$ cat src/hw/rtl/first_fit_grid_span_placer_core_macros.svh
// Assertion macros used by the placer core RTL.
`ifndef FIRST_FIT_GRID_SPAN_PLACER_CORE_MACROS_SVH
`define FIRST_FIT_GRID_SPAN_PLACER_CORE_MACROS_SVH

// Same-cycle implication, disabled in reset.
`define FFGSP_ASSERT_IMPLY(label, clk, rst, ante, cons) \
   label: assert property (@(posedge clk) disable iff (rst) (ante) |-> (cons)) \
      else $error("placer assertion failed");

// Next-cycle implication, disabled in reset.
`define FFGSP_ASSERT_NEXT(label, clk, rst, ante, cons) \
   label: assert property (@(posedge clk) disable iff (rst) (ante) |=> (cons)) \
      else $error("placer assertion failed");

`endif

$ cat src/hw/rtl/ffgsp_pkg.sv
// Shared types and constants of the first-fit grid span placer.
package ffgsp_pkg;

   localparam int SPAN_W        = 5;
   localparam int POS_W         = 4;
   localparam int DEF_GRID_ROWS = 16;
   localparam int DEF_GRID_COLS = 16;

   localparam logic STATUS_PLACED   = 1'b0;
   localparam logic STATUS_NO_SPACE = 1'b1;

   typedef struct packed {
      logic              start_req;
      logic [SPAN_W-1:0] span_rows;
      logic [SPAN_W-1:0] span_cols;
   } req_type;

   typedef struct packed {
      logic [POS_W-1:0]  cell_row;
      logic [POS_W-1:0]  cell_column;
      logic [SPAN_W-1:0] used_row_span;
      logic [SPAN_W-1:0] used_col_span;
      logic              status;
   } rsp_type;

   typedef enum logic [2:0] {
      ST_IDLE,
      ST_SCAN,
      ST_MARK_RD,
      ST_MARK_WR,
      ST_DONE
   } state_type;

endpackage

$ cat src/hw/rtl/ffgsp_ram.sv
// Generic single-write, single-read RAM with registered read data.
module ffgsp_ram #(
   parameter int WIDTH = 16,
   parameter int DEPTH = 16,
   parameter int ADDR_W = (DEPTH > 1) ? $clog2(DEPTH) : 1
) (
   input  logic              clock,
   input  logic              wr_en,
   input  logic [ADDR_W-1:0] wr_addr,
   input  logic [WIDTH-1:0]  wr_data,
   input  logic              rd_en,
   input  logic [ADDR_W-1:0] rd_addr,
   output logic [WIDTH-1:0]  rd_data
);

   logic [WIDTH-1:0] mem_ff [DEPTH];
   logic [WIDTH-1:0] rd_data_ff;

   always_ff @(posedge clock) begin
      if (wr_en) begin
         mem_ff[wr_addr] <= wr_data;
      end
      if (rd_en) begin
         rd_data_ff <= mem_ff[rd_addr];
      end
   end

   assign rd_data = rd_data_ff;

endmodule

$ cat src/hw/rtl/first_fit_grid_span_placer_core.sv
// Top level of the first-fit grid span placer: sequencer, fit unit and occupancy RAM.
//
//   channel   ports                              direction  handshake
//   request   start, busy, req_data              in         start & !busy
//   response  rsp_valid, rsp_data                out        one-cycle strobe
//   csr       csr_valid, csr_ready, csr_data     in         valid & ready
//
// Flow: accept -> SCAN reads one grid row per cycle (registered RAM read)
// and the fit unit tests every column origin of that row at once; for a
// placed item the scan ends at row origin_row + used_row_span - 1. Marking
// then reads and writes back each covered row in turn (MARK_RD, MARK_WR),
// and DONE raises the response strobe. An item after an earlier failure
// goes straight to DONE without a scan. No new item is taken before the
// response strobe (busy is high outside IDLE).
// Reset is synchronous; grid rows carry valid bits cleared by reset or by a
// start_req item, so no clearing pass is needed. The response cannot stall.
module first_fit_grid_span_placer_core #(
   parameter int GRID_ROWS = ffgsp_pkg::DEF_GRID_ROWS,
   parameter int GRID_COLS = ffgsp_pkg::DEF_GRID_COLS
) (
   input  logic                      clock,
   input  logic                      reset,
   input  logic                      start,
   output logic                      busy,
   input  ffgsp_pkg::req_type        req_data,
   output logic                      rsp_valid,
   output ffgsp_pkg::rsp_type        rsp_data,
   input  logic                      csr_valid,
   output logic                      csr_ready,
   input  logic [ffgsp_pkg::SPAN_W-1:0] csr_data
);

   import ffgsp_pkg::*;

`include "first_fit_grid_span_placer_core_macros.svh"

   localparam int ROW_W  = (GRID_ROWS > 1) ? $clog2(GRID_ROWS) : 1;
   localparam int RCNT_W = $clog2(GRID_ROWS + 1);
   localparam int COL_W  = (GRID_COLS > 1) ? $clog2(GRID_COLS) : 1;
   localparam int CCNT_W = $clog2(GRID_COLS + 1);
   localparam int HGT_W  = SPAN_W;
   localparam logic [HGT_W-1:0] HGT_MAX = {HGT_W{1'b1}};
   localparam int RSUM_W = ((RCNT_W > SPAN_W) ? RCNT_W : SPAN_W) + 1;
   localparam int CSUM_W = ((CCNT_W > SPAN_W) ? CCNT_W : SPAN_W) + 1;

   // control state
   state_type             state_ff, state_in;
   logic [SPAN_W-1:0]     column_count_ff, column_count_in;
   logic                  failed_ff, failed_in;
   logic [GRID_ROWS-1:0]  row_vld_ff, row_vld_in;
   logic                  proc_vld_ff, proc_vld_in;

   // per-item working registers
   logic [CCNT_W-1:0]     cols_ff, cols_in;
   logic [SPAN_W-1:0]     rs_ff, rs_in;
   logic [SPAN_W-1:0]     cs_ff, cs_in;
   logic [GRID_COLS-1:0]  win_ff, win_in;
   logic [RCNT_W-1:0]     issue_ff, issue_in;
   logic [ROW_W-1:0]      proc_row_ff, proc_row_in;
   logic [HGT_W-1:0]      hgt_ff [GRID_COLS];
   logic [HGT_W-1:0]      hgt_in [GRID_COLS];
   logic [ROW_W-1:0]      org_row_ff, org_row_in;
   logic [COL_W-1:0]      org_col_ff, org_col_in;
   logic [ROW_W-1:0]      mark_row_ff, mark_row_in;
   logic [SPAN_W-1:0]     mark_left_ff, mark_left_in;
   logic                  rd_vld_ff, rd_vld_in;
   rsp_type               rsp_ff, rsp_in;

   // RAM port
   logic                  ram_wr_en, ram_rd_en;
   logic [ROW_W-1:0]      ram_wr_addr, ram_rd_addr;
   logic [GRID_COLS-1:0]  ram_wr_data, ram_rd_data;
   logic [GRID_COLS-1:0]  row_occ;

   // fit unit
   logic [HGT_W-1:0]      hgt_new [GRID_COLS];
   logic [GRID_COLS-1:0]  col_ok;
   logic [GRID_COLS-1:0]  col_fit;
   logic                  fit_hit;
   logic [COL_W-1:0]      fit_col;

   ffgsp_ram #(
      .WIDTH (GRID_COLS),
      .DEPTH (GRID_ROWS),
      .ADDR_W(ROW_W)
   ) u_occ_ram (
      .clock  (clock),
      .wr_en  (ram_wr_en),
      .wr_addr(ram_wr_addr),
      .wr_data(ram_wr_data),
      .rd_en  (ram_rd_en),
      .rd_addr(ram_rd_addr),
      .rd_data(ram_rd_data)
   );

   // a row never written since the last clear reads as all free
   assign row_occ = ram_rd_data & {GRID_COLS{rd_vld_ff}};

   // Fit unit: column heights of free cells ending at the row just read,
   // then every origin column of the window tested in parallel.
   always_comb begin
      for (int c = 0; c < GRID_COLS; c++) begin
         if (row_occ[c]) begin
            hgt_new[c] = '0;
         end else if (hgt_ff[c] == HGT_MAX) begin
            hgt_new[c] = HGT_MAX;
         end else begin
            hgt_new[c] = hgt_ff[c] + 1'b1;
         end
         col_ok[c] = (hgt_new[c] >= rs_ff);
      end
      for (int c = 0; c < GRID_COLS; c++) begin
         col_fit[c] = ((CSUM_W'(c) + CSUM_W'(cs_ff)) <= CSUM_W'(cols_ff)) &&
                      (((col_ok >> c) & win_ff) == win_ff);
      end
      fit_hit = 1'b0;
      fit_col = '0;
      for (int c = GRID_COLS - 1; c >= 0; c--) begin
         if (col_fit[c]) begin
            fit_hit = 1'b1;
            fit_col = COL_W'(c);
         end
      end
   end

   // Sequencer: next state and datapath controls.
   always_comb begin
      logic [SPAN_W-1:0] cc_nz;
      logic [SPAN_W-1:0] rs_nz;
      logic [SPAN_W-1:0] cs_nz;
      logic [CSUM_W-1:0] cc_wide;
      logic [RSUM_W-1:0] org_sum;

      state_in        = state_ff;
      column_count_in = column_count_ff;
      failed_in       = failed_ff;
      row_vld_in      = row_vld_ff;
      proc_vld_in     = 1'b0;
      cols_in         = cols_ff;
      rs_in           = rs_ff;
      cs_in           = cs_ff;
      win_in          = win_ff;
      issue_in        = issue_ff;
      proc_row_in     = proc_row_ff;
      hgt_in          = hgt_ff;
      org_row_in      = org_row_ff;
      org_col_in      = org_col_ff;
      mark_row_in     = mark_row_ff;
      mark_left_in    = mark_left_ff;
      rd_vld_in       = rd_vld_ff;
      rsp_in          = rsp_ff;
      ram_wr_en       = 1'b0;
      ram_wr_addr     = mark_row_ff;
      ram_wr_data     = row_occ | (win_ff << org_col_ff);
      ram_rd_en       = 1'b0;
      ram_rd_addr     = issue_ff[ROW_W-1:0];
      cc_nz           = '0;
      rs_nz           = '0;
      cs_nz           = '0;
      cc_wide         = '0;
      org_sum         = '0;

      if (csr_valid) begin
         column_count_in = csr_data;
      end

      case (state_ff)
         ST_IDLE: begin
            if (start) begin
               cc_nz   = (column_count_ff == '0) ? SPAN_W'(1) : column_count_ff;
               cc_wide = CSUM_W'(cc_nz);
               if (cc_wide > CSUM_W'(GRID_COLS)) begin
                  cols_in = CCNT_W'(GRID_COLS);
               end else begin
                  cols_in = CCNT_W'(cc_wide);
               end
               rs_nz = (req_data.span_rows == '0) ? SPAN_W'(1) : req_data.span_rows;
               cs_nz = (req_data.span_cols == '0) ? SPAN_W'(1) : req_data.span_cols;
               if (CSUM_W'(cs_nz) > CSUM_W'(cols_in)) begin
                  cs_in = SPAN_W'(cols_in);
               end else begin
                  cs_in = cs_nz;
               end
               rs_in = rs_nz;
               for (int i = 0; i < GRID_COLS; i++) begin
                  win_in[i] = (CSUM_W'(i) < CSUM_W'(cs_in));
               end
               if (req_data.start_req) begin
                  row_vld_in = '0;
                  failed_in  = 1'b0;
               end
               issue_in = '0;
               for (int c = 0; c < GRID_COLS; c++) begin
                  hgt_in[c] = '0;
               end
               if (failed_ff && !req_data.start_req) begin
                  rsp_in.cell_row      = '0;
                  rsp_in.cell_column   = '0;
                  rsp_in.used_row_span = rs_in;
                  rsp_in.used_col_span = cs_in;
                  rsp_in.status        = STATUS_NO_SPACE;
                  state_in             = ST_DONE;
               end else begin
                  state_in = ST_SCAN;
               end
            end
         end

         ST_SCAN: begin
            // issue one row read per cycle, consume the previous one
            if (issue_ff < RCNT_W'(GRID_ROWS)) begin
               ram_rd_en   = 1'b1;
               ram_rd_addr = issue_ff[ROW_W-1:0];
               rd_vld_in   = row_vld_ff[issue_ff[ROW_W-1:0]];
               issue_in    = issue_ff + 1'b1;
               proc_vld_in = 1'b1;
               proc_row_in = issue_ff[ROW_W-1:0];
            end
            if (proc_vld_ff) begin
               hgt_in = hgt_new;
               if (fit_hit) begin
                  org_sum      = RSUM_W'(proc_row_ff) + RSUM_W'(1) - RSUM_W'(rs_ff);
                  org_row_in   = org_sum[ROW_W-1:0];
                  org_col_in   = fit_col;
                  mark_row_in  = org_sum[ROW_W-1:0];
                  mark_left_in = rs_ff;
                  proc_vld_in  = 1'b0;
                  state_in     = ST_MARK_RD;
               end else if (RSUM_W'(proc_row_ff) == RSUM_W'(GRID_ROWS - 1)) begin
                  failed_in            = 1'b1;
                  rsp_in.cell_row      = '0;
                  rsp_in.cell_column   = '0;
                  rsp_in.used_row_span = rs_ff;
                  rsp_in.used_col_span = cs_ff;
                  rsp_in.status        = STATUS_NO_SPACE;
                  proc_vld_in          = 1'b0;
                  state_in             = ST_DONE;
               end
            end
         end

         ST_MARK_RD: begin
            ram_rd_en   = 1'b1;
            ram_rd_addr = mark_row_ff;
            rd_vld_in   = row_vld_ff[mark_row_ff];
            state_in    = ST_MARK_WR;
         end

         ST_MARK_WR: begin
            ram_wr_en               = 1'b1;
            row_vld_in[mark_row_ff] = 1'b1;
            mark_row_in             = mark_row_ff + 1'b1;
            mark_left_in            = mark_left_ff - 1'b1;
            if (mark_left_ff == SPAN_W'(1)) begin
               rsp_in.cell_row      = POS_W'(org_row_ff);
               rsp_in.cell_column   = POS_W'(org_col_ff);
               rsp_in.used_row_span = rs_ff;
               rsp_in.used_col_span = cs_ff;
               rsp_in.status        = STATUS_PLACED;
               state_in             = ST_DONE;
            end else begin
               state_in = ST_MARK_RD;
            end
         end

         ST_DONE: begin
            state_in = ST_IDLE;
         end

         default: begin
            state_in = ST_IDLE;
         end
      endcase
   end

   always_ff @(posedge clock) begin
      if (reset) begin
         state_ff        <= ST_IDLE;
         column_count_ff <= SPAN_W'(1);
         failed_ff       <= 1'b0;
         row_vld_ff      <= '0;
         proc_vld_ff     <= 1'b0;
      end else begin
         state_ff        <= state_in;
         column_count_ff <= column_count_in;
         failed_ff       <= failed_in;
         row_vld_ff      <= row_vld_in;
         proc_vld_ff     <= proc_vld_in;
      end
   end

   always_ff @(posedge clock) begin
      cols_ff      <= cols_in;
      rs_ff        <= rs_in;
      cs_ff        <= cs_in;
      win_ff       <= win_in;
      issue_ff     <= issue_in;
      proc_row_ff  <= proc_row_in;
      hgt_ff       <= hgt_in;
      org_row_ff   <= org_row_in;
      org_col_ff   <= org_col_in;
      mark_row_ff  <= mark_row_in;
      mark_left_ff <= mark_left_in;
      rd_vld_ff    <= rd_vld_in;
      rsp_ff       <= rsp_in;
   end

   assign busy      = (state_ff != ST_IDLE);
   assign rsp_valid = (state_ff == ST_DONE);
   assign rsp_data  = rsp_ff;
   assign csr_ready = 1'b1;

   // response strobe lasts exactly one cycle
   `FFGSP_ASSERT_NEXT(a_rsp_one_cycle, clock, reset, rsp_valid, !rsp_valid)
   // an accepted item makes the block busy
   `FFGSP_ASSERT_NEXT(a_accept_busy, clock, reset, start && !busy, busy)
   // reported status agrees with the sticky failure flag
   `FFGSP_ASSERT_IMPLY(a_status_flag, clock, reset, rsp_valid, rsp_data.status == failed_ff)
   // a placed item lies inside the grid rows
   `FFGSP_ASSERT_IMPLY(a_placed_rows, clock, reset, rsp_valid && !rsp_data.status, (int'(rsp_data.cell_row) + int'(rsp_data.used_row_span)) <= GRID_ROWS)

endmodule

$ cat config.mk
export PLATFORM = sky130hd
export DESIGN_NAME = first_fit_grid_span_placer_core
export DESIGN_NICKNAME = d
export VERILOG_FILES = /design/src/hw/rtl/ffgsp_pkg.sv /design/src/hw/rtl/ffgsp_ram.sv /design/src/hw/rtl/first_fit_grid_span_placer_core.sv
export VERILOG_INCLUDE_DIRS = /design/src /design/src/hw/rtl
export SDC_FILE = /design/constraint.sdc
export NUM_CORES = 1
export LEC_CHECK = 0
export ABC_AREA = 1
export BUFFER_PORTS_ARGS = -buffer_cell sky130_fd_sc_hd__buf_2
export CORE_MARGIN = 2
export CORE_UTILIZATION = 60
export CTS_BUF_LIST = sky130_fd_sc_hd__clkbuf_4 sky130_fd_sc_hd__clkbuf_8
export DETAILED_ROUTE_END_ITERATION = 12
export HOLD_SLACK_MARGIN = 0.12
export PLACE_DENSITY_LB_ADDON = 0.2
export SETUP_SLACK_MARGIN = 0.4
export SLEW_MARGIN = 20
export SYNTH_ARGS = -nofsm -noshare
export SYNTH_HDL_FRONTEND = slang
export SYNTH_SLANG_ARGS = --single-unit
export TNS_END_PERCENT = 30
$ cat constraint.sdc
create_clock -name clock -period 18.55 [get_ports clock]
set_clock_uncertainty 0.1 [all_clocks]
set_input_delay 0 -clock clock [delete_from_list [all_inputs] [get_ports clock]]
set_output_delay 0 -clock clock [all_outputs]
set_load 0.01 [all_outputs]
# Yosys cells after proc, flatten, opt, wreduce, memory -nomap -nowiden
# Memory sizes are Yosys's and may differ from the RTL's. A register that Yosys moved wholly into a read port is not among the register bits.
# Index checks and enable logic that the tools add are counted.
# W data, S select, Z words.
dict set report op_classes {
  shifts 1
  eq_ne 48
  reduce_logical 44
  n_mux 124
  bitwise 20
  add_sub_neg 36
  magnitude_cmp 54
}
# operator count
set ops {}
lappend ops {{$eq A16 B16 Y1} 16}
lappend ops {{$mux W5} 45}
lappend ops {{$mux W80} 2}
lappend ops {{$pmux W80 S2} 1}
lappend ops {{$mux W19} 6}
lappend ops {{$le A6 B5 Y1} 15}
lappend ops {{$add A5 B1 Y5 const B} 17}
lappend ops {{$eq A5 B5 Y1 const B} 16}
lappend ops {{$ge A5 B5 Y1} 16}
lappend ops {{$pmux W19 S3} 1}
lappend ops {{$add A4 B5 Y6 const A} 8}
lappend ops {{$mux W4} 11}
lappend ops {{$lt A4 B5 Y1 const A} 8}
lappend ops {{$mux W1} 33}
lappend ops {{$and A16 B16 Y16} 2}
lappend ops {{$mux W16} 2}
lappend ops {{$or A16 B16 Y16} 2}
lappend ops {{$pmux W16 S2} 1}
lappend ops {{$mux W3} 10}
lappend ops {{$add A3 B5 Y6 const A} 4}
lappend ops {{$lt A3 B5 Y1 const A} 4}
lappend ops {{$pmux W5 S2} 2}
lappend ops {{$logic_and A1 B1 Y1} 18}
lappend ops {{$ne A2 B2 Y1 const B} 9}
lappend ops {{54 further kinds} 78}
dict set report word_totals {
  elab_cells 368
  mem_bits_rw 256
  out_inout_bits 22
  memories 1
  reg_bits 183
}
# name words word_bits rd rd_clocked_by_memory_dff write_ports line
set mem_list {}
lappend mem_list {u_occ_ram.mem_ff 16 16 1 1 1 ffgsp_ram.sv:16} ;# logic [WIDTH-1:0] mem_ff [DEPTH];

# Logic depth before layout (Yosys ltp)
# Gate-level depths: netlist (run 1).
dict set report depth {
  depth_word 26
  depth_mapped 31
  ltp_nobuf 31
}

# By module
# From an unflattened synthesis (run 1), not the netlist that was laid out.
dict set report hier_totals {
  cells_unflattened 2940
  hier_area_um2 26166.3
}
# mod cells_per_inst area_each_um2 seq_area_each_um2 instances
set modules_own_cells {}
lappend modules_own_cells {first_fit_grid_span_placer_core 1866 14625.3 5205.0 1}
lappend modules_own_cells {ffgsp_ram 1074 11541.1 8167.8 1}

# Worst setup path before layout (run 1)
# Ideal clock, no wire load.
dict set report synth_path {
  path_type {register -> register}
  startpoint {register state_ff[0]}
  endpoint {register hgt_ff[0] (netlist bit), enable pin}
  setup_time_ns 0.546
  period_less_slack_ns 5.829
  t_arrival_ns 5.183
  path_slack_ns 12.721
  path_stages_with_launch 8
  path_cell_list {dfxtp_1 -> inv_1 -> nor2_1 -> inv_2 -> nor2_1 -> inv_1 -> clkbuf_1 -> o22ai_1}
}
dict set report synth_via {
  elab_chain_len 3
}
# element line
set synth_lines {}
lappend synth_lines {{start, declared} first_fit_grid_span_placer_core.sv:47} ;# state_type state_ff, state_in;
lappend synth_lines {{start signal, assigned} first_fit_grid_span_placer_core.sv:284} ;# state_ff <= state_in;
lappend synth_lines {{$eq A3 B1 Y1 or $logic_not A3 Y1 (tied branches)} first_fit_grid_span_placer_core.sv:167} ;# case (state_ff)
lappend synth_lines {{$ne A2 B2 Y1 (no line) or $reduce_bool A2 Y1 (tied branches)} -}
lappend synth_lines {{$reduce_and A3 Y1 (no line) (*)} -}
lappend synth_lines {{end signal, assigned} first_fit_grid_span_placer_core.sv:299} ;# hgt_ff <= hgt_in;
lappend synth_lines {{end, declared} first_fit_grid_span_placer_core.sv:60} ;# logic [HGT_W-1:0] hgt_ff [GRID_COLS];
# Every way passes the cells marked *; elsewhere a longest branch is shown, timed or not.
# A chain may end at the register's enable or synchronous reset.

# Final worst setup path (run 1)
dict set report layout_path {
  startpoint {register cs_ff[2]}
  endpoint {register rsp_ff (netlist bit rsp_data[0]), enable pin}
}
dict set report layout_via {
  elab_chain_len 21
}
# element line
set layout_lines {}
lappend layout_lines {{start, declared} first_fit_grid_span_placer_core.sv:56} ;# logic [SPAN_W-1:0] cs_ff, cs_in;
lappend layout_lines {{start signal, assigned} first_fit_grid_span_placer_core.sv:295} ;# cs_ff <= cs_in;
lappend layout_lines {{$add A4 B5 Y6} first_fit_grid_span_placer_core.sv:113} ;# col_fit[c] = ((CSUM_W'(c) + CSUM_W'(cs_ff)) <= CSUM_W'(cols_ff)) &&
lappend layout_lines {{$le A6 B5 Y1} first_fit_grid_span_placer_core.sv:113}
lappend layout_lines {{$logic_and A1 B1 Y1} first_fit_grid_span_placer_core.sv:113}
lappend layout_lines {{$mux W1 (15 in a row)} first_fit_grid_span_placer_core.sv:119} ;# if (col_fit[c]) begin
lappend layout_lines {{$mux W1 (*)} first_fit_grid_span_placer_core.sv:119}
lappend layout_lines {{$ne A2 B2 Y1 (no line) (*)} -}
lappend layout_lines {{$reduce_and A7 Y1 (no line) (*)} -}
lappend layout_lines {{end signal, assigned} first_fit_grid_span_placer_core.sv:305} ;# rsp_ff <= rsp_in;
lappend layout_lines {{end, declared} first_fit_grid_span_placer_core.sv:67} ;# rsp_type rsp_ff, rsp_in;
# Marks and branches as above.

==> metrics.md, run 1 <==
| Metric | Value |
|---|---|
| Seq. cell area | `0.0134 sq mm` |
| Post_cts resized | `0` |
| CTS tree | `built` |
| Setup crit start | `cs_ff[2]` |
| Main flop type after synthesis | `edfxtp_1` |
| WL/cell | `20.4 um` |
| Yosys warning count | `0` |
| EDFF count, synth | `428` |
| R2R depth | `20` |
| Final worst slack | `14030 ps` |
| Final setup violation count | `0` |
| Setup CP Type | `flip-flop to flip-flop` |
| Detailed Place HPWL | `42800 um` |
| Power Density | `106 mW/mm^2` |
| Number of buffers and inverters on the critical path | `5` |
| Worst-margin pin slew | `1150 ps` |
| Initial antenna violation count | `2` |
| # rows | `74` |
| Core Region | `0.0410 sq mm` |
| Status | `complete, no violations` |
| Max_slew headroom | `23.6%` |
| Vias in the first global route | `19700` |
| R2R setup slack | `14030 ps` |
| RSZ-0062 raised after global routing | `no` |
| Clock buffer depth | `3` |
| Netlist Area Pre-Place | `0.0250 sq mm` |
| Post-route DRC | `0` |
| Total GRT Usage | `30.8%` |
| Top Ports | `42` |
| Port Buffers | `40` |
| Clk slew on worst S/H paths | `70 ps` |
| Fmax | `221 MHz` |
| Root Driver | `clkbuf_8` |
| Worst path required time | `18760 ps` |
| Critical path's top delay family | `simple AND/OR/NAND/NOR gates` |
| Die width | `208 um` |
| Multi-input logic area | `0.0103 sq mm` |
| Worst Setup Start Kind | `flip-flop` |
| WP depth | `20` |
| Post-synthesis mux area share | `0.0801%` |
| CTS Buf Count | `76` |
| Worst Path Max Fanout | `19` |
| CP most frequent cell | `inv_1` |
| Lkg Pwr | `0.0112 uW` |
| Die area | `0.0433 sq mm` |
| Max stage delay on crit path | `580 ps` |
| Internal power | `1940 uW` |
| Synthesized area per cell | `9.69 sq um` |
| Period utilization | `24.4%` |
| Later-pin clock latency in the skew report | `640 ps` |
| H-tree depth | `3` |
| Grt ovf | `0` |
| Sw Pwr | `992 uW` |
| Pre-CTS setup slack | `14090 ps` |
| Initial drt markers | `1761` |
| Number of max-cap violations | `0` |
| Switch share | `33.9%` |
| Slew Limit Fails | `0` |
| Nets | `2871` |
| Maximum number of pins on one net before global-route repair | `105` |
| Fillers | `3109` |
| CP Cell Sequence | `inv_1 -> ha_1 -> inv_1 -> a21oi_1 -> xor2_1 -> inv_1 -> ha_1 -> nand2_1 -> inv_1 -> o21ai_0 -> a32oi_1 -> nor3_1 -> nand3_1 -> nand2_1 -> nor2_1 -> nand3_2 -> nand2_2 -> nand2_1 -> nor2_1 -> buf_4` |
| Synth Area in XOR/XNOR | `1.54%` |
| Syn Inst Count | `2579` |
| Logic gate share of total power | `27.3%` |
| Post-route ant nets | `0` |
| Area growth, synth to finish | `11.0%` |
| Main combinational cell family by area after synthesis | `simple AND/OR/NAND/NOR gates` |
| Synth unique cells | `62` |
| Seq/Total Area, Yosys | `53.5%` |
| Post-synthesis compound-gate area fraction | `14.3%` |
| Min-delay worst type | `input port to flip-flop` |
| Reg power frac | `43.2%` |
| Post-synthesis simple-gate area fraction | `15.9%` |
| CTS sink count | `454` |
| Crit path arrival time | `4730 ps` |
| Via Count | `19900` |
| Synth Area in Adders | `8.72%` |
| DRT Pass-1 Iters | `5` |
| Layout cells sized above 1 | `10.1%` |
| Slowest-stage cell, CP | `edfxtp_1` |
| First-pass GRT wire length | `105000 um` |
| Die Y | `208 um` |
| Total negative slack | `0 ps` |
| Reg-to-reg endpoint | `rsp_data[0]` |
| Final hold vios | `0` |
| Post-DR vias/cell | `6.09` |
| Synthesized flop and latch total | `454` |
| CP endpoint | `rsp_data[0]` |
| Commonest non-fill, non-tap cell in the layout | `edfxtp_1` |
| Clock share of power | `29.6%` |
| Ys async rst share | `0%` |
| Peak supply drop | `78.8 uV` |
| Post-route minimum period | `4520 ps` |
| Gpl congestion | `1.01` |
| Starting Density | `60.9%` |
| R2r startpoint | `cs_ff[2]` |
| Most frequent cells in the layout | `edfxtp_1 (428), nor2_1 (322), nand2_1 (321)` |
| Final WL | `66700 um` |
| Crit. End Element | `flip-flop` |
==> worst reg2reg max path: stages (launching register included) <==
cell	delay (ps)
edfxtp_1	580
inv_1	320
ha_1	250
inv_1	90
a21oi_1	260
xor2_1	330
inv_1	90
ha_1	280
nand2_1	50
inv_1	60
o21ai_0	70
a32oi_1	270
nor3_1	80
nand3_1	100
nand2_1	80
nor2_1	260
nand3_2	250
nand2_2	160
nand2_1	90
nor2_1	120
buf_4	310
==> power groups by stage <==
stage	clock (uW)	sequential (uW)	combinational (uW)
4_1_cts	877	1260	782
5_1_grt	923	1270	892
3_5_place_dp	0	1280	771
3_3_place_gp	0	1280	738
2_1_floorplan	0	1260	554
6_report	866	1260	798
==> logic make-up (layout without fill, tap and decap cells) <==
| family | Yosys count | count (layout) |
|---|---|---|
| compound gates | 607 | 607 |
| xor+xnor | 44 | 44 |
| fa+ha+maj | 173 | 173 |
| buf+inv | 385 | 535 |
| flops | 454 | 454 |
| mux | 2 | 2 |
| other cells | 1 | 3 |
| simple gates | 913 | 913 |
==> sequential cells by signal, indices dropped and copies added (netlist names), 3 cells and up <==
signal             count
cs_ff                  5
mark_row_ff            4
org_col_ff             4
win_ff                15
state_ff               3
hgt_ff                80
column_count_ff        5
proc_row_ff            4
cols_ff                5
u_occ_ram.rd_data     16
issue_ff               5
org_row_ff             4
row_vld_ff            16
rs_ff                  5
rsp_data              19
u_occ_ram.mem_ff     256
mark_left_ff           5
==> what timing repair did <==
| item | 4_1_cts | 5_1_grt |
|---|---|---|
| endpoints found under the hold margin | 97 | 0 |
| hold buffers | 41 | 0 |
| buffers inserted | 0 | 0 |
==> metrics by stage <==
stage / cell area (sq um) / hold WS [ps] / cells / power [uW] / util, %
2_1_floorplan: 25000 / -30.3 / 2580 / 1820 / -
3_3_place_gp: 25900 / 112 / 3089 / 2020 / 63.1
3_5_place_dp: 25900 / 118 / 3089 / 2050 / 63.1
4_1_cts: 27700 / 125 / 3260 / 2920 / 67.6
5_1_grt: 27800 / 212 / 3263 / 3080 / 67.7
6_report: 27800 / 191 / 3263 / 2930 / 67.7
==> how the worst min path moves through the flow <==
stage                start                 end  cells after the start
2_1_floorplan        reset         state_ff[2]                      1
3_3_place_gp   csr_data[0]  column_count_ff[0]                      3
3_5_place_dp   csr_data[0]  column_count_ff[0]                      3
4_1_cts        req_data[7]         rsp_data[8]                      4
5_1_grt        req_data[8]         rsp_data[9]                      4
6_report       req_data[8]         rsp_data[9]                      4
==> final cells by class <==
type | instances | area share [%]
Antenna cell | 1 | 0.00902
Timing Repair Buffer | 123 | 3.38
Clock buffer | 105 | 4.62
Tap cell | 532 | 2.40
Multi-Input combinational cell | 1741 | 37.0
Clock inverter | 25 | 0.600
Inverter | 282 | 3.82
Sequential cell | 454 | 48.2
==> layer usage <==
metal | up-vias | share of wire (%) | GRT usage [%]
li1 | 9305 | - | -
met1 | 9505 | 39 | 38.7
met2 | 870 | 49 | 52.4
met3 | 205 | 7.1 | 4.78
met4 | 2 | 4.1 | 15.1
met5 | - | 0.019 | 0
==> cells in the mapped netlist, types with 42 or more instances <==
cell type,n,area share (%)
a21oi_1,165,3.3
and2_1,46,1.2
clkbuf_1,79,1.2
edfxtp_1,428,51
ha_1,171,8.6
inv_1,261,3.9
nand2_1,321,4.8
nand3_1,101,2.0
nor2_1,324,4.9
nor3_1,48,0.96
o21ai_0,228,4.6
o221ai_1,52,1.8
o22ai_1,42,1.1
(Power assumes the default switching activity.)
==> run 2: changes to the inputs <==
--- a/config.mk
+++ b/config.mk
@@ -9,7 +9,7 @@
 export ABC_AREA = 1
 export BUFFER_PORTS_ARGS = -buffer_cell sky130_fd_sc_hd__buf_2
 export CORE_MARGIN = 2
-export CORE_UTILIZATION = 60
+export CORE_UTILIZATION = 59
 export CTS_BUF_LIST = sky130_fd_sc_hd__clkbuf_4 sky130_fd_sc_hd__clkbuf_8
 export DETAILED_ROUTE_END_ITERATION = 12
 export HOLD_SLACK_MARGIN = 0.12
==> constraint.sdc (replaced) <==
create_clock -name clock -period 4.1 [get_ports clock]
set_clock_uncertainty 0.1 [all_clocks]
set_input_delay 0 -clock clock [delete_from_list [all_inputs] [get_ports clock]]
set_output_delay 0 -clock clock [all_outputs]
set_load 0.01 [all_outputs]
==> run 2 against run 1 <==
Combinational power rose to 5.7 times the previous value. Sequential power grew to 4.5 times the previous value. Critical path depth is 1 higher. Hold slack got worse by 3.4 ps. Register-to-register slack got worse by 14000 ps. Clock power rose to 4.6 times the previous value.
==> metrics.md, run 2 (synthesis gave the netlist of run 1 again) <==
| Metric | Value |
|---|---|
| Status | `complete, no violations` |
| Post-route ant nets | `0 (unchanged)` |
| Most flops, register | `u_occ_ram.mem_ff` |
| Layout cells sized above 1 | `21.5% (+11 points)` |
| DRT Pass-1 Iters | `6 (+1)` |
| Multi-input logic area | `0.0110 sq mm (+7.4%)` |
| Seq. cell area | `0.0134 sq mm (unchanged)` |
| Worst Setup Start Kind | `flip-flop` |
| Root Driver | `clkbuf_8` |
| Max_slew headroom | `39.8% (+16 points)` |
| RSZ-0062 raised after global routing | `yes` |
| Detailed Place HPWL | `45000 um (+5.3%)` |
| Number of max-cap violations | `0 (unchanged)` |
| Fmax | `267 MHz (+21%)` |
| Setup CP Type | `flip-flop to flip-flop` |
| Die Y | `210 um (+0.83%)` |
| Crit path arrival time | `4070 ps (-660 ps)` |
| Die width | `210 um (+0.83%)` |
| Die area | `0.0440 sq mm (+1.7%)` |
| Commonest non-fill, non-tap cell in the layout | `edfxtp_1` |
| Core Region | `0.0419 sq mm (+2.0%)` |
| Clock buffer depth | `3 (unchanged)` |
| WL/cell | `20.2 um (-1.0%)` |
| Grt ovf | `0 (unchanged)` |
| Clk slew on worst S/H paths | `70 ps (about the same)` |
| Min-delay worst type | `input port to flip-flop` |
| Period utilization | `91.3% (+67 points)` |
| Fillers | `2954 (-5.0%)` |
| Max stage delay on crit path | `400 ps (-180 ps)` |
| Post-DR vias/cell | `5.97 (-2.0%)` |
| Crit. End Element | `flip-flop` |
| Slowest-stage cell, CP | `edfxtp_1` |
| Peak supply drop | `380 uV (+380%)` |
| Gpl congestion | `0.955 (-5.7%)` |
| Area growth, synth to finish | `21.1%` |
| CTS tree | `built` |
| Final setup violation count | `0 (unchanged)` |
| Pre-CTS setup slack | `-243 ps (-14330 ps)` |
| H-tree depth | `3 (unchanged)` |
| Power Density | `469 mW/mm^2 (+340%)` |
| Total GRT Usage | `31.4% (+0.54 points)` |
| CTS Buf Count | `76 (unchanged)` |
| Most frequent cells in the layout | `edfxtp_1 (428), nor2_1 (296), nand2_1 (293)` |
| Maximum number of pins on one net before global-route repair | `129 (+23%)` |
| Later-pin clock latency in the skew report | `670 ps (+30 ps)` |
| Lkg Pwr | `0.0123 uW (+9.8%)` |
| Top Ports | `42 (unchanged)` |
| Max reg flops | `256 (unchanged)` |
| CTS sink count | `454 (unchanged)` |
| Initial antenna violation count | `0 (-2)` |
| Final WL | `70300 um (+5.3%)` |
| Slew Limit Fails | `0 (unchanged)` |
| Post-route DRC | `0 (unchanged)` |
| CP most frequent cell | `buf_4` |
| Vias in the first global route | `20300 (+2.8%)` |
| Via Count | `20700 (+4.3%)` |
| Final worst slack | `357 ps (-13670 ps)` |
| Final core utilization | `72.3% (+4.6 points)` |
| Worst path required time | `4420 ps (-14340 ps)` |
| Port Buffers | `40 (unchanged)` |
| Nets | `3067 (+6.8%)` |
| # rows | `75 (+1.4%)` |
| Post-route minimum period | `3740 ps (-779 ps)` |
| Final hold vios | `0 (unchanged)` |
| Number of buffers and inverters on the critical path | `7 (+2)` |
| First-pass GRT wire length | `108000 um (+2.3%)` |
| Worst-margin pin slew | `893 ps (-253 ps)` |
| CP Cell Sequence | `ha_2 -> buf_4 -> buf_4 -> buf_4 -> xnor2_1 -> a21oi_2 -> ha_1 -> a21o_1 -> a21oi_2 -> nand2_4 -> buf_6 -> o22ai_2 -> nor3_2 -> nand3_1 -> nand2_2 -> nor2_4 -> nand3_4 -> buf_6 -> o211ai_1 -> inv_2 -> clkbuf_16` |
| Worst Path Max Fanout | `7 (-12)` |
| Antenna cells | `0 (-1)` |
| Starting Density | `59.7% (-1.2 points)` |
| Critical path's top delay family | `buffers and inverters` |
| Initial drt markers | `1996 (+13%)` |
-- run 2: final timing paths --
check | end | slack, ps | depth (start not counted) | start
setup / recovery | mark_left_ff[1] | 360 | 21 | hgt_ff[30]
hold / removal | state_ff[0] | 190 | 5 | reset
setup reg to reg | mark_left_ff[1] | 360 | 21 | hgt_ff[30]
hold reg to reg | row_vld_ff[4] | 370 | 2 | row_vld_ff[4]
-- run 2: timing repair --
item,in CTS,in global routing
buffers inserted,8,37
resized for setup,23,184
hold buffers,44,0
cloned,0,5
hold endpoints to repair,111,0
pin swaps,10,47
setup endpoints to repair,37,42
-- run 2: layer usage --
metal	part of all wire (%)	wire, um	track usage (%)	vias up
met5	0	0	0	-
met4	4.3	3050	13.3	0
met2	49	34200	53.6	902
met1	40	28100	39.8	9892
met3	7.0	4940	5.15	240
li1	-	-	-	9707
-- run 2: tightest hold or removal path: stages --
cell           delay (ps)
dlygate4sd3_1         520
buf_2                 120
inv_1                 130
nand2_1               110
nor2_1                 30
-- run 2: layout make-up --
cell class              instances  share of cell area (%)
clock inverters                38                   0.852
flip-flops and latches        454                    44.2
repair buffers                317                    8.68
multi-input cells            1743                    36.4
clock buffers                  99                    4.09
well taps                     539                    2.23
inverters                     282                    3.51
-- run 2: power breakdown --
part           internal [uW]  total (uW)  switching, uW  leakage (uW)
combinational           1720        4510           2790       0.00735
sequential              5490        5670            186       0.00419
clock                   2120        4010           1890      0.000785
-- run 2: metrics by stage --
step | hold WS, ps | TNS (ps) | std cells | total power (uW) | instance area [sq um]
finish | 187 | 0 | 3472 | 14200 | 30300
global route | 234 | 0 | 3472 | 14900 | 30300
floorplan | -30.3 | 0 | 2580 | 8220 | 25000
CTS | 141 | 0 | 3430 | 13700 | 29200
detailed placement | 115 | -4610 | 3241 | 9650 | 27100
global placement | 115 | -2250 | 3241 | 9510 | 27100
